`src/hw/rtl/first_fit_free_list_allocator_defines.svh`:
```
// Assertion macros shared by the allocator RTL.
// Users must have clk and arst_n in scope where a macro is expanded.
`ifndef FIRST_FIT_FREE_LIST_ALLOCATOR_DEFINES_SVH
`define FIRST_FIT_FREE_LIST_ALLOCATOR_DEFINES_SVH

// Same-cycle implication, checked on every rising edge out of reset.
`define FFA_ASSERT_IMP(label, ante, cons, msg) \
	label: assert property (@(posedge clk) disable iff (!arst_n) (ante) |-> (cons)) \
		else $error(msg);

// Next-cycle implication, checked on every rising edge out of reset.
`define FFA_ASSERT_NXT(label, ante, cons, msg) \
	label: assert property (@(posedge clk) disable iff (!arst_n) (ante) |=> (cons)) \
		else $error(msg);

`endif

```
`src/hw/rtl/ffa_pkg.sv`:
```
// Shared types and constants of the first-fit free-list allocator.
// No dependencies; used by the interfaces, controller, datapath and top level.
package ffa_pkg;

	localparam int SIZE_W = 11;
	localparam int ADDR_W = 10;

	localparam logic REQ_ALLOC = 1'b0;
	localparam logic REQ_FREE  = 1'b1;

	localparam logic STS_OK   = 1'b0;
	localparam logic STS_FAIL = 1'b1;

	typedef struct packed {
		logic load;
		logic step;
		logic commit;
		logic emit;
	} cmd_t;

	typedef struct packed {
		logic skip;
		logic stream_done;
		logic out_full;
	} sts_t;

endpackage

```
`src/hw/rtl/ffa_if.sv`:
```
// Valid/ready channel interfaces for allocator requests and results.
// Depends on ffa_pkg for the field widths.
interface ffa_req_if ();
	logic                        valid;
	logic                        ready;
	logic                        req_type;
	logic [ffa_pkg::SIZE_W-1:0]  size;
	logic [ffa_pkg::ADDR_W-1:0]  addr;

	modport source (output valid, output req_type, output size, output addr, input ready);
	modport sink (input valid, input req_type, input size, input addr, output ready);
endinterface

interface ffa_rsp_if ();
	logic                        valid;
	logic                        ready;
	logic                        status;
	logic [ffa_pkg::ADDR_W-1:0]  alloc_addr;

	modport source (output valid, output status, output alloc_addr, input ready);
	modport sink (input valid, input status, input alloc_addr, output ready);
endinterface

```
`src/hw/rtl/ffa_ctrl.sv`:
```
// Controller state machine of the allocator: sequences load, table pass,
// commit and result hand-off. Depends on ffa_pkg and the assertion macros.
`include "first_fit_free_list_allocator_defines.svh"

module ffa_ctrl (
	input  logic          clk,
	input  logic          arst_n,
	input  logic          req_valid,
	output logic          req_ready,
	output ffa_pkg::cmd_t cmd,
	input  ffa_pkg::sts_t sts
);

	localparam logic [1:0] S_IDLE   = 2'd0;
	localparam logic [1:0] S_RUN    = 2'd1;
	localparam logic [1:0] S_COMMIT = 2'd2;
	localparam logic [1:0] S_OUT    = 2'd3;

	logic [1:0] state_q;
	logic [1:0] state_d;

	assign req_ready = (state_q == S_IDLE);

	always_comb begin
		state_d = state_q;
		cmd     = '0;
		case (state_q)
			S_IDLE: begin
				if (req_valid) begin
					cmd.load = 1'b1;
					state_d  = S_RUN;
				end
			end
			S_RUN: begin
				if (sts.skip) begin
					state_d = S_OUT;
				end else if (sts.stream_done) begin
					state_d = S_COMMIT;
				end else begin
					cmd.step = 1'b1;
				end
			end
			S_COMMIT: begin
				cmd.commit = 1'b1;
				state_d    = S_OUT;
			end
			S_OUT: begin
				if (!sts.out_full) begin
					cmd.emit = 1'b1;
					state_d  = S_IDLE;
				end
			end
			default: begin
				state_d = S_IDLE;
			end
		endcase
	end

	always_ff @(posedge clk or negedge arst_n) begin
		if (!arst_n) begin
			state_q <= S_IDLE;
		end else begin
			state_q <= state_d;
		end
	end

	`FFA_ASSERT_NXT(a_load_starts_run, cmd.load, state_q == S_RUN, "accepted request did not start a pass")

endmodule

```
`src/hw/rtl/ffa_dpath.sv`:
```
// Datapath of the allocator: segment table memory, streaming rewrite pass
// with insert, first-fit grant and merge, and the result register.
// Depends on ffa_pkg and the assertion macros.
`include "first_fit_free_list_allocator_defines.svh"

module ffa_dpath #(
	parameter int MEM_WORDS = 1024,
	parameter int MAX_SEGS  = 64
) (
	input  logic                       clk,
	input  logic                       arst_n,
	input  ffa_pkg::cmd_t              cmd,
	output ffa_pkg::sts_t              sts,
	input  logic                       req_type,
	input  logic [ffa_pkg::SIZE_W-1:0] size,
	input  logic [ffa_pkg::ADDR_W-1:0] addr,
	output logic                       rsp_valid,
	input  logic                       rsp_ready,
	output logic                       status,
	output logic [ffa_pkg::ADDR_W-1:0] alloc_addr
);

	localparam int SW = $clog2(MEM_WORDS);
	localparam int LW = (SW + 1 > ffa_pkg::SIZE_W + 1) ? SW + 1 : ffa_pkg::SIZE_W + 1;
	localparam int CW = $clog2(MAX_SEGS + 1);
	localparam int IW = $clog2(MAX_SEGS);
	localparam logic [LW-1:0] MEM_TOP = LW'(MEM_WORDS - 1);
	localparam logic [LW-1:0] MEM_LIM = LW'(MEM_WORDS);

	typedef struct packed {
		logic [SW-1:0] lo;
		logic [SW-1:0] hi;
	} seg_t;

	localparam seg_t RESET_SEG = '{lo: '0, hi: MEM_TOP[SW-1:0]};

	seg_t mem_q [MAX_SEGS];

	logic          free_q;
	logic [LW-1:0] size_q;
	seg_t          new_q;
	logic          skip_q;
	logic          pre_st_q;
	logic [CW-1:0] cnt_q;
	logic [CW-1:0] ra_q;
	logic [CW-1:0] w_q;
	logic          rv_q;
	logic          rd_fresh_q;
	seg_t          rd_q;
	seg_t          cur_q;
	logic          have_q;
	logic          ins_q;
	logic          hit_q;
	logic [SW-1:0] grant_q;
	logic          fresh_q;
	logic          out_v_q;
	logic          out_st_q;
	logic [ffa_pkg::ADDR_W-1:0] out_addr_q;

	logic [LW-1:0] addr_x;
	logic [LW-1:0] size_x;
	logic [LW-1:0] last_x;
	logic [LW-1:0] last_c;
	logic          addr_bad;
	logic          full;
	logic          is_free;
	seg_t          new_d;

	seg_t          rd_eff;
	logic [LW-1:0] rd_len;
	logic [LW-1:0] adv;
	logic          take_alloc;
	logic          exact;
	logic          inject;
	logic          consume;
	logic          issue;
	seg_t          elem;
	logic          push;
	logic          touch;
	logic          wr_en;
	logic [IW-1:0] wr_idx;
	logic [LW-1:0] grant_x;

	// Request decode at accept time.
	always_comb begin
		addr_x   = LW'(addr);
		size_x   = LW'(size);
		last_x   = addr_x + size_x - LW'(1);
		last_c   = (last_x > MEM_TOP) ? MEM_TOP : last_x;
		addr_bad = (addr_x >= MEM_LIM);
		full     = (cnt_q >= CW'(MAX_SEGS));
		is_free  = (req_type == ffa_pkg::REQ_FREE);
		new_d.lo = addr_x[SW-1:0];
		new_d.hi = last_c[SW-1:0];
	end

	// One element of the table pass per cycle.
	always_comb begin
		rd_eff     = rd_fresh_q ? RESET_SEG : rd_q;
		rd_len     = LW'(rd_eff.hi) - LW'(rd_eff.lo) + LW'(1);
		adv        = LW'(rd_eff.lo) + size_q;
		take_alloc = !free_q && rv_q && !hit_q && (rd_len >= size_q);
		exact      = (rd_len == size_q);
		if (rv_q) begin
			inject = free_q && !ins_q && (LW'(rd_eff.lo) >= LW'(new_q.lo));
		end else begin
			inject = free_q && !ins_q && (ra_q == cnt_q);
		end
		consume = rv_q && !inject;
		issue   = (ra_q < cnt_q) && (!rv_q || consume);
		if (inject) begin
			elem = new_q;
		end else if (take_alloc) begin
			elem.lo = adv[SW-1:0];
			elem.hi = rd_eff.hi;
		end else begin
			elem = rd_eff;
		end
		push   = inject || (consume && !(take_alloc && exact));
		touch  = free_q && ((LW'(cur_q.hi) + LW'(1)) == LW'(elem.lo));
		wr_en  = (cmd.step && push && have_q && !touch) || (cmd.commit && have_q);
		wr_idx = w_q[IW-1:0];
	end

	always_comb begin
		sts.skip        = skip_q;
		sts.stream_done = !rv_q && (ra_q == cnt_q) && (!free_q || ins_q);
		sts.out_full    = out_v_q && !rsp_ready;
	end

	// Segment table; entry 0 reads as the full-memory segment until written.
	always_ff @(posedge clk) begin
		if (wr_en) begin
			mem_q[wr_idx] <= cur_q;
		end
		if (cmd.step && issue) begin
			rd_q <= mem_q[ra_q[IW-1:0]];
		end
	end

	always_ff @(posedge clk or negedge arst_n) begin
		if (!arst_n) begin
			free_q     <= 1'b0;
			skip_q     <= 1'b0;
			pre_st_q   <= ffa_pkg::STS_OK;
			cnt_q      <= CW'(1);
			ra_q       <= '0;
			w_q        <= '0;
			rv_q       <= 1'b0;
			rd_fresh_q <= 1'b0;
			have_q     <= 1'b0;
			ins_q      <= 1'b0;
			hit_q      <= 1'b0;
			fresh_q    <= 1'b1;
			out_v_q    <= 1'b0;
		end else begin
			if (wr_en && (wr_idx == '0)) begin
				fresh_q <= 1'b0;
			end
			if (cmd.load) begin
				free_q   <= is_free;
				skip_q   <= is_free && (addr_bad || (size == '0) || full);
				pre_st_q <= (is_free && (addr_bad || ((size != '0) && full))) ?
					ffa_pkg::STS_FAIL : ffa_pkg::STS_OK;
				ra_q     <= '0;
				w_q      <= '0;
				rv_q     <= 1'b0;
				have_q   <= 1'b0;
				ins_q    <= 1'b0;
				hit_q    <= 1'b0;
			end
			if (cmd.step) begin
				if (issue) begin
					ra_q       <= ra_q + CW'(1);
					rd_fresh_q <= fresh_q && (ra_q == '0);
					rv_q       <= 1'b1;
				end else if (consume) begin
					rv_q <= 1'b0;
				end
				if (inject) begin
					ins_q <= 1'b1;
				end
				if (take_alloc) begin
					hit_q <= 1'b1;
				end
				if (push) begin
					if (!have_q) begin
						have_q <= 1'b1;
					end else if (!touch) begin
						w_q <= w_q + CW'(1);
					end
				end
			end
			if (cmd.commit) begin
				cnt_q <= w_q + CW'(have_q);
			end
			if (cmd.emit) begin
				out_v_q <= 1'b1;
			end else if (rsp_ready) begin
				out_v_q <= 1'b0;
			end
		end
	end

	always_comb begin
		grant_x = LW'(grant_q);
	end

	always_ff @(posedge clk) begin
		if (cmd.load) begin
			size_q <= size_x;
			new_q  <= new_d;
		end
		if (cmd.step) begin
			if (take_alloc) begin
				grant_q <= rd_eff.lo;
			end
			if (push) begin
				if (have_q && touch) begin
					cur_q.hi <= elem.hi;
				end else begin
					cur_q <= elem;
				end
			end
		end
		if (cmd.emit) begin
			if (free_q) begin
				out_st_q   <= pre_st_q;
				out_addr_q <= '0;
			end else begin
				out_st_q   <= hit_q ? ffa_pkg::STS_OK : ffa_pkg::STS_FAIL;
				out_addr_q <= hit_q ? grant_x[ffa_pkg::ADDR_W-1:0] : '0;
			end
		end
	end

	assign rsp_valid  = out_v_q;
	assign status     = out_st_q;
	assign alloc_addr = out_addr_q;

	`FFA_ASSERT_IMP(a_cnt_range, 1'b1, cnt_q <= CW'(MAX_SEGS), "segment count above table depth")
	`FFA_ASSERT_IMP(a_wr_behind_rd, cmd.step && wr_en && rv_q, w_q < ra_q, "write overtook unread entry")
	`FFA_ASSERT_IMP(a_hit_on_alloc, hit_q, !free_q, "grant recorded during a free")
	`FFA_ASSERT_IMP(a_emit_room, cmd.emit, !out_v_q || rsp_ready, "result overwrote a pending beat")

endmodule

```
`src/hw/rtl/first_fit_free_list_allocator.sv`:
```
// First-fit free-list allocator, top level.
// Depends on ffa_pkg, ffa_if, ffa_ctrl and ffa_dpath.
//
// Requests arrive on req as beats of req_type, size and addr; every request
// gives exactly one result beat on rsp with status and alloc_addr. An
// allocate grants the start of the first free segment long enough for size;
// a free inserts [addr, addr+size-1] in start order and merges touching
// segments. The free table lives in a one-write, one-read memory of MAX_SEGS
// entries and is rewritten in one streaming pass per request that passes its
// checks. One request is in flight at a time. A pass covers the table at one
// entry per cycle, the rate at which the table memory port can deliver
// entries; a free rejected by its checks skips the pass. The next request is
// taken once the result sits in the output register, so a stalled receiver
// holds at most one finished beat while the next pass proceeds. A further
// result waits until that beat is taken.
// Reset clears the control state and leaves one segment covering all
// MEM_WORDS words; no clearing pass is needed.
module first_fit_free_list_allocator #(
	parameter int MEM_WORDS = 1024,
	parameter int MAX_SEGS  = 64
) (
	input logic       clk,
	input logic       arst_n,
	ffa_req_if.sink   req,
	ffa_rsp_if.source rsp
);

	ffa_pkg::cmd_t cmd;
	ffa_pkg::sts_t sts;

	ffa_ctrl u_ctrl (
		.clk       (clk),
		.arst_n    (arst_n),
		.req_valid (req.valid),
		.req_ready (req.ready),
		.cmd       (cmd),
		.sts       (sts)
	);

	ffa_dpath #(
		.MEM_WORDS (MEM_WORDS),
		.MAX_SEGS  (MAX_SEGS)
	) u_dpath (
		.clk        (clk),
		.arst_n     (arst_n),
		.cmd        (cmd),
		.sts        (sts),
		.req_type   (req.req_type),
		.size       (req.size),
		.addr       (req.addr),
		.rsp_valid  (rsp.valid),
		.rsp_ready  (rsp.ready),
		.status     (rsp.status),
		.alloc_addr (rsp.alloc_addr)
	);

endmodule
```
`src/flat_wrapper.sv`:
```
// flat-port wrapper written by rule: the top's interface ports become plain ports
module first_fit_free_list_allocator_flat 
#(
	parameter int MEM_WORDS = 1024,
	parameter int MAX_SEGS  = 64
)
  (clk, arst_n, req_valid, req_req_type, req_size, req_addr, req_ready, rsp_valid, rsp_status, rsp_alloc_addr, rsp_ready);
  ffa_req_if req_i ();
  ffa_rsp_if rsp_i ();
  input logic clk;
  input logic arst_n;
  input wire logic [$bits(req_i.valid)-1:0] req_valid;
  input wire logic [$bits(req_i.req_type)-1:0] req_req_type;
  input wire logic [$bits(req_i.size)-1:0] req_size;
  input wire logic [$bits(req_i.addr)-1:0] req_addr;
  output wire logic [$bits(req_i.ready)-1:0] req_ready;
  output wire logic [$bits(rsp_i.valid)-1:0] rsp_valid;
  output wire logic [$bits(rsp_i.status)-1:0] rsp_status;
  output wire logic [$bits(rsp_i.alloc_addr)-1:0] rsp_alloc_addr;
  input wire logic [$bits(rsp_i.ready)-1:0] rsp_ready;
  assign req_i.valid = req_valid;
  assign req_i.req_type = req_req_type;
  assign req_i.size = req_size;
  assign req_i.addr = req_addr;
  assign req_ready = req_i.ready;
  assign rsp_valid = rsp_i.valid;
  assign rsp_status = rsp_i.status;
  assign rsp_alloc_addr = rsp_i.alloc_addr;
  assign rsp_i.ready = rsp_ready;
  first_fit_free_list_allocator #(.MEM_WORDS(MEM_WORDS), .MAX_SEGS(MAX_SEGS)) u_core (.clk(clk), .arst_n(arst_n), .req(req_i), .rsp(rsp_i));
endmodule
```
`config.mk`:
```
export PLATFORM = sky130hd
export DESIGN_NAME = first_fit_free_list_allocator_flat
export DESIGN_NICKNAME = d
export VERILOG_FILES = /design/src/hw/rtl/ffa_pkg.sv /design/src/hw/rtl/ffa_if.sv /design/src/hw/rtl/ffa_ctrl.sv /design/src/hw/rtl/ffa_dpath.sv /design/src/hw/rtl/first_fit_free_list_allocator.sv /design/src/flat_wrapper.sv
export VERILOG_INCLUDE_DIRS = /design/src /design/src/hw/rtl
export SDC_FILE = /design/constraint.sdc
export NUM_CORES = 1
export LEC_CHECK = 0
export BUFFER_PORTS_ARGS = -buffer_cell sky130_fd_sc_hd__buf_4
export CORE_ASPECT_RATIO = 1.75
export CORE_MARGIN = 2
export CORE_UTILIZATION = 42
export DETAILED_ROUTE_END_ITERATION = 8
export PLACE_DENSITY_LB_ADDON = 0.05
export SYNTH_ARGS = -nofsm -noshare
export SYNTH_HDL_FRONTEND = slang
export SYNTH_SLANG_ARGS = --single-unit
```
`constraint.sdc`:
```
create_clock -name clk -period 18.95 [get_ports clk]
set_input_delay 2.8425 -clock clk [delete_from_list [all_inputs] [get_ports clk]]
set_output_delay 2.8425 -clock clk [all_outputs]
set_load 0.01 [all_outputs]
```
======== Yosys cells after proc, flatten, opt, wreduce, memory -nomap -nowiden ========
Memories as Yosys holds them, arrays and structs flattened. A register that Yosys moved wholly into a read port is not among the register bits.
Index checks and enable logic that the tools add are counted.
operators by class
  reduce and logical (&&, ||, !) cells .... 50
  muxes and demuxes ....................... 46
  bitwise operators ....................... 2
  add/subtract/negate cells ............... 9
  equality and inequality tests ........... 9
  magnitude comparators ................... 5
operators with widths
  operator                                                                 count
  20-bit two-way mux                                                       3
  7-bit two-way mux                                                        8
  1-bit two-way mux                                                        30
  1-bit logical AND                                                        25
  7-bit by 1-bit adder with 7-bit output (second input constant)           2
  10-bit by 11-bit adder with 12-bit output                                1
  11-bit by 2-bit adder with 12-bit output (second input constant)         1
  12-bit by 11-bit == test with 1-bit output                               1
  12-bit by 11-bit >= comparator with 1-bit output                         1
  12-bit by 10-bit > comparator with 1-bit output (second input constant)  1
  12-bit by 1-bit subtractor with 12-bit output (second input constant)    1
  10-bit by 1-bit adder with 11-bit output (second input constant)         1
  11-bit by 10-bit == test with 1-bit output                               1
  11-bit zero test                                                         1
  11-bit nonzero test                                                      1
  10-bit by 10-bit subtractor with 11-bit output                           1
  10-bit adder                                                             1
  10-bit >= comparator                                                     1
  1-bit zero test                                                          8
  2-bit two-way mux                                                        4
  2-bit case mux with 4 select lines                                       1
  7-bit by 1-bit adder with 7-bit output                                   1
  7-bit == test                                                            1
  7-bit >= comparator (second input constant)                              1
  other kinds (14)                                                         24
word-level totals
  memories kept ........................... 1
  word-level logic and storage cells ...... 144
  memory bits (writable) .................. 1280
  output and inout port bits .............. 13
  input port bits ......................... 26
  bits in registers ....................... 105
memory list
  name                  words  width  read ports  clocked after Yosys merged registers in  wr ports  RTL line         text
  u_core.u_dpath.mem_q  64     20     1           1                                        1         ffa_dpath.sv:37  seg_t mem_q [MAX_SEGS];

======== Depth between registers and ports, before layout ========
  word-level depth ........................ 15
  gate-level depth with buffers ........... 30
  gate-level depth less buffers ........... 24

======== Modules after synthesis ========
A second synthesis with hierarchy kept.
unflattened totals
  cells, all modules ...................... 2964
  area, all modules ....................... 57660.3 um^2
modules (own cells, without submodules)
  module     sequential area each (um^2)  area each (um^2)  cells each  instances
  ffa_dpath  41977.8                      57438.8           2941        1
  ffa_ctrl   50.0                         221.5             23          1

======== Worst setup path after synthesis ========
OpenSTA, ideal clock, no wires.
  path type ............................... reg-to-reg
  from .................................... register u_core.u_dpath.rd_fresh_q
  to ...................................... memory u_core.u_dpath.mem_q[24][0] in the netlist's numbering, enable pin
  arrival ................................. 7.291 ns
  period minus slack after synthesis ...... 7.718 ns
  stages on the path, launching flop included .. 28
  data required time ...................... 18.523 ns
  buffers on the path ..................... 7
  setup time .............................. 0.427 ns
  slack ................................... 11.232 ns
  cell sequence ........................... dfrtp_1 > clkbuf_1 > clkbuf_1 > nor2_1 > ha_1 > fa_1 > or3_1 > a2111o_1 > a211oi_2 > and3_1 > and4_1 > buf_6 > xor2_1 > ha_1 > a21o_1 > a21oi_1 > o221ai_1 > o21ai_0 > a21o_4 > buf_12 > buf_2 > o41ai_1 > a21oi_2 > inv_1 > o21bai_2 > buf_6 > buf_6 > nor3b_1
between the ends
  longest elaborated chain between the ends .. 15
RTL lines
  item                                                                               RTL line          text
  start: declaration                                                                 ffa_dpath.sv:48   logic rd_fresh_q;
  start signal: assignment                                                           ffa_dpath.sv:175  rd_fresh_q <= fresh_q && (ra_q == '0);
  20-bit two-way mux (*)                                                             ffa_dpath.sv:99   rd_eff = rd_fresh_q ? RESET_SEG : rd_q;
  branches (longest 10 deep; another with 11-bit by 2-bit adder with 12-bit output)  n/a
  1-bit logical AND (*)                                                              ffa_dpath.sv:121  wr_en = (cmd.step && push && have_q && !touch) || (cmd.commit && have_q);
  1-bit logical OR (*)                                                               ffa_dpath.sv:121
  1-bit two-way mux (*)                                                              ffa_dpath.sv:133  if (wr_en) begin
  1-bit two-way mux (implied by the code) (*)                                        ffa_dpath.sv:134  mem_q[wr_idx] <= cur_q;
  end: declaration                                                                   ffa_dpath.sv:37
Mark *: on every way between the ends.

==> results.yml <==
placement:
  globalplace.congestion: 0.8824
  hpwl_mm: 100.7
  portBuffers: 38
grt:
  grt_antenna_before_repair: 14
  grt_pass1_wl_mm: 220.1
  overflow: 0
  grt_use_total_pct: 22.47
  first_global_vias: 28620
  grt_max_degree: 103
timing:
  hold_viol: 0
  fin_crit_ps: 8395
  clock_skew_ps: 28.85
  fin_crit_sh_pct: 44.30
  tns_ps: 0
  setup_viol: 0
  rsz0062_at_grt: "no"
  slew_violations: 0
  max_freq_mhz: 119.1
  tightestPinTransition_ps: 1171
  slew_headroom_pct: 21.69
synth:
  synth-seq-cells: 1405
  synth_top_area_share_pct: 72.01
  synth_ff_type: "edfxtp_1"
  ys_seq_area_share_pct: 73.46
  synth_fp_nets: 2834
  synth_top_area_cell: "edfxtp_1"
  async_flop_share_pct: 2.349
  syn_avg_cell_area_um2: 20.96
  synth_area_leaders: "edfxtp_1 (72%), mux4_2 (17%), ha_1 (1.6%)"
  synth_edf_count: 1372
  ys_warn_count: 0
  yosysMostFrequentCell: "edfxtp_1"
  syn_area_um2: 57210
  synthTopCellsByCount: "edfxtp_1 (1372), mux4_2 (420), inv_1 (99), clkbuf_1 (89), ha_1 (75)"
  yosys.cell_types.count: 78
  syn_inst: 2730
clock_tree:
  cts_buffers: 133
  cts.repair.resized: 0
  cts.sinks: 1405
  cts-htree-levels: 4
  hold_buffers: 0
  cts_tree: "done"
  clk_pin_slew_ps: 70
  postCtsSetupBuffers: 0
  clkLatencyLatePin_ps: 750
  clockRootBuffer: "clkbuf_16"
  clk_path_buf_depth: 3
setup_path:
  path_class: "reg -> reg"
  crit_buf_inv: 2
  crit_path_max_incr_delay_ps: 1050
  crit_path_start_kind: "flop"
  cp_slowest_cell: "and3_1"
  critPathRequiredTime_ps: 19320
  endpoint_kind: "flop"
  crit_path_max_fanout: 65
  crit_family: "simple AND/OR/NAND/NOR gates"
  path_cells: "nand2b_1, inv_1, ha_1, fa_1, or3_1, a2111o_1, a211oi_2, and3_1, and4_1, xor2_1, ha_1, nand3_1, or2_2, o221ai_1, o21ai_0, a211oi_1, mux2_2, o21a_1, o21ai_0, nor3_2, o21bai_2, buf_4, and3_1"
  crit_start: "u_core.u_dpath.rd_fresh_q"
  arrival_ps: 8760
  r2r_start: "u_core.u_dpath.rd_fresh_q"
die:
  die_w_um: 283
  rows: 179
  initial_core_util_pct: 42.22
  ios: 39
  core_area_um2: 135500
  dieArea_um2: 139300
  die_h_um: 492.3
power_and_ir_drop:
  ir_worst_vdd_v: 0.00009614
  leakagePower_nw: 20.33
  finalPower_w: 0.009666
  p_per_area_nw_per_um2: 150.8
worst_hold_path:
  hp-class: "reg -> reg"
  min_from: "u_core.u_dpath.ins_q"
route:
  vias: 27410
  wl_per_cell_um: 32.50
  drt_iter0_markers: 2744
  drtPass1Iterations: 7
  routed_wl_mm: 154.7
  vias_per_cell: 5.758
  ant_nets: 0
  drc: 0
final_layout:
  multi_input_area_um2: 14360
  ff_latch_area_um2: 42040
  nFillCells: 11150
  drive_above_1_share_pct: 26.84
  nNetsFinal: 2947
  synthToLayoutAreaGrowth_pct: 12.05
  fin_util_pct: 47.31
flow_run:
  cap_violations: 0
outcome:
  outcome: "completed"
## sequential cells by signal, indices dropped and copies added (netlist names), 10 cells and up
| register | flops |
|---|---|
| u_core.u_dpath.rd_q | 20 |
| u_core.u_dpath.grant_q | 10 |
| u_core.u_dpath.mem_q | 1280 |
| u_core.u_dpath.new_q | 20 |
| u_core.u_dpath.cur_q | 20 |
| u_core.u_dpath.alloc_addr | 10 |
| u_core.u_dpath.size_q | 11 |
## metal layers
| layer | global-route usage (%) | up-vias | wire, um |
|---|---|---|---|
| li1 | - | 11550 | - |
| met1 | 29.00 | 14850 | 62040 |
| met2 | 38.74 | 799 | 79800 |
| met3 | 3.104 | 209 | 6693 |
| met4 | 8.533 | 2 | 6152 |
| met5 | 0 | - | 13 |
## worst register-to-register path, cell delays in order, from the launching register on
cell,delay [ps]
dfrtp_1,760
nand2b_1,260
inv_1,120
ha_1,250
fa_1,510
or3_1,370
a2111o_1,380
a211oi_2,260
and3_1,200
and4_1,320
xor2_1,110
ha_1,310
nand3_1,90
or2_2,320
o221ai_1,240
o21ai_0,240
a211oi_1,510
mux2_2,430
o21a_1,200
o21ai_0,210
nor3_2,110
o21bai_2,120
buf_4,600
and3_1,1100
## kinds of logic after synthesis
family	share of synthesized area, %
fa+ha+maj	1.763
mux	16.93
flops	73.46
simple gates	3.541
xor+xnor	0.7348
buf+inv	1.662
compound gates	1.916
## placed cells by master, fill, tap and decap left out, types with 8 or more instances in the layout
| cell type | Yosys | final |
|---|---|---|
| mux4_2 | 420 | 420 |
| nor3_2 | 1 | 8 |
| inv_1 | 99 | 99 |
| a21o_1 | 16 | 16 |
| clkinv_2 | 0 | 16 |
| buf_4 | 0 | 109 |
| o21ai_0 | 41 | 41 |
| nand4_1 | 13 | 13 |
| and2_1 | 17 | 17 |
| dfrtp_1 | 31 | 26 |
| or2_2 | 14 | 14 |
| nand3_1 | 35 | 35 |
| clkinvlp_4 | 0 | 10 |
| mux2_2 | 12 | 12 |
| o21bai_1 | 8 | 8 |
| nor3b_2 | 0 | 17 |
| clkinv_1 | 2 | 22 |
| nor2_1 | 43 | 43 |
| and3_1 | 55 | 55 |
| nor3b_1 | 26 | 9 |
| a211oi_1 | 11 | 11 |
| edfxtp_1 | 1372 | 1372 |
| nor2b_1 | 11 | 11 |
| inv_6 | 0 | 10 |
| nand2_1 | 54 | 54 |
| mux2i_1 | 9 | 9 |
| a21oi_1 | 39 | 39 |
| ha_1 | 75 | 75 |
| xor2_1 | 16 | 16 |
| clkbuf_1 | 89 | 31 |
| xnor2_1 | 32 | 32 |
| nor3_1 | 25 | 18 |
| nand2b_1 | 33 | 33 |
| clkbuf_16 | 0 | 138 |
## layout make-up
class / count / share of cell area (%)
Antenna cell: 3 / 0.01171
Inverter: 102 / 0.5972
Clock inverter: 68 / 0.9563
Tap cell: 1810 / 3.533
Multi-Input combinational cell: 1091 / 22.40
Sequential cell: 1405 / 65.58
Clock buffer: 171 / 5.611
Timing Repair Buffer: 110 / 1.308
## worst paths after layout
path | cells past startpoint | to | slack [ps]
setup / recovery | 23 | u_core.u_dpath.mem_q[3][12] | 10560
hold / removal | 2 | u_core.u_dpath.ins_q | 500
setup reg to reg | 23 | u_core.u_dpath.mem_q[3][12] | 10560
hold reg to reg | 2 | u_core.u_dpath.ins_q | 500
max in group asynchronous | 1 | u_core.u_dpath.ra_q[2] | 16490
min in group asynchronous | 1 | u_core.u_dpath.rsp_valid | 2050
## where the power goes
group | internal (W) | leakage [nW] | switching (W) | total (W)
Combinational | 0.00114 | 5.54 | 0.00191 | 0.00305
Sequential | 0.00386 | 12.8 | 0.000143 | 0.00400
Clock | 0.00145 | 2.03 | 0.00117 | 0.00262
## metrics by stage
stage	hold WS, ps	instance area, um2	setup WS (ps)	std cells
after floorplan	438.4	57210	11230	2730
after global placement	458.5	59890	10530	4518
after detailed placement	474.5	59890	10490	4518
after CTS	491.8	64100	10460	4757
after global routing	511.7	64110	9992	4760
final	495.1	64110	10560	4760
(Power assumes the default switching activity.)
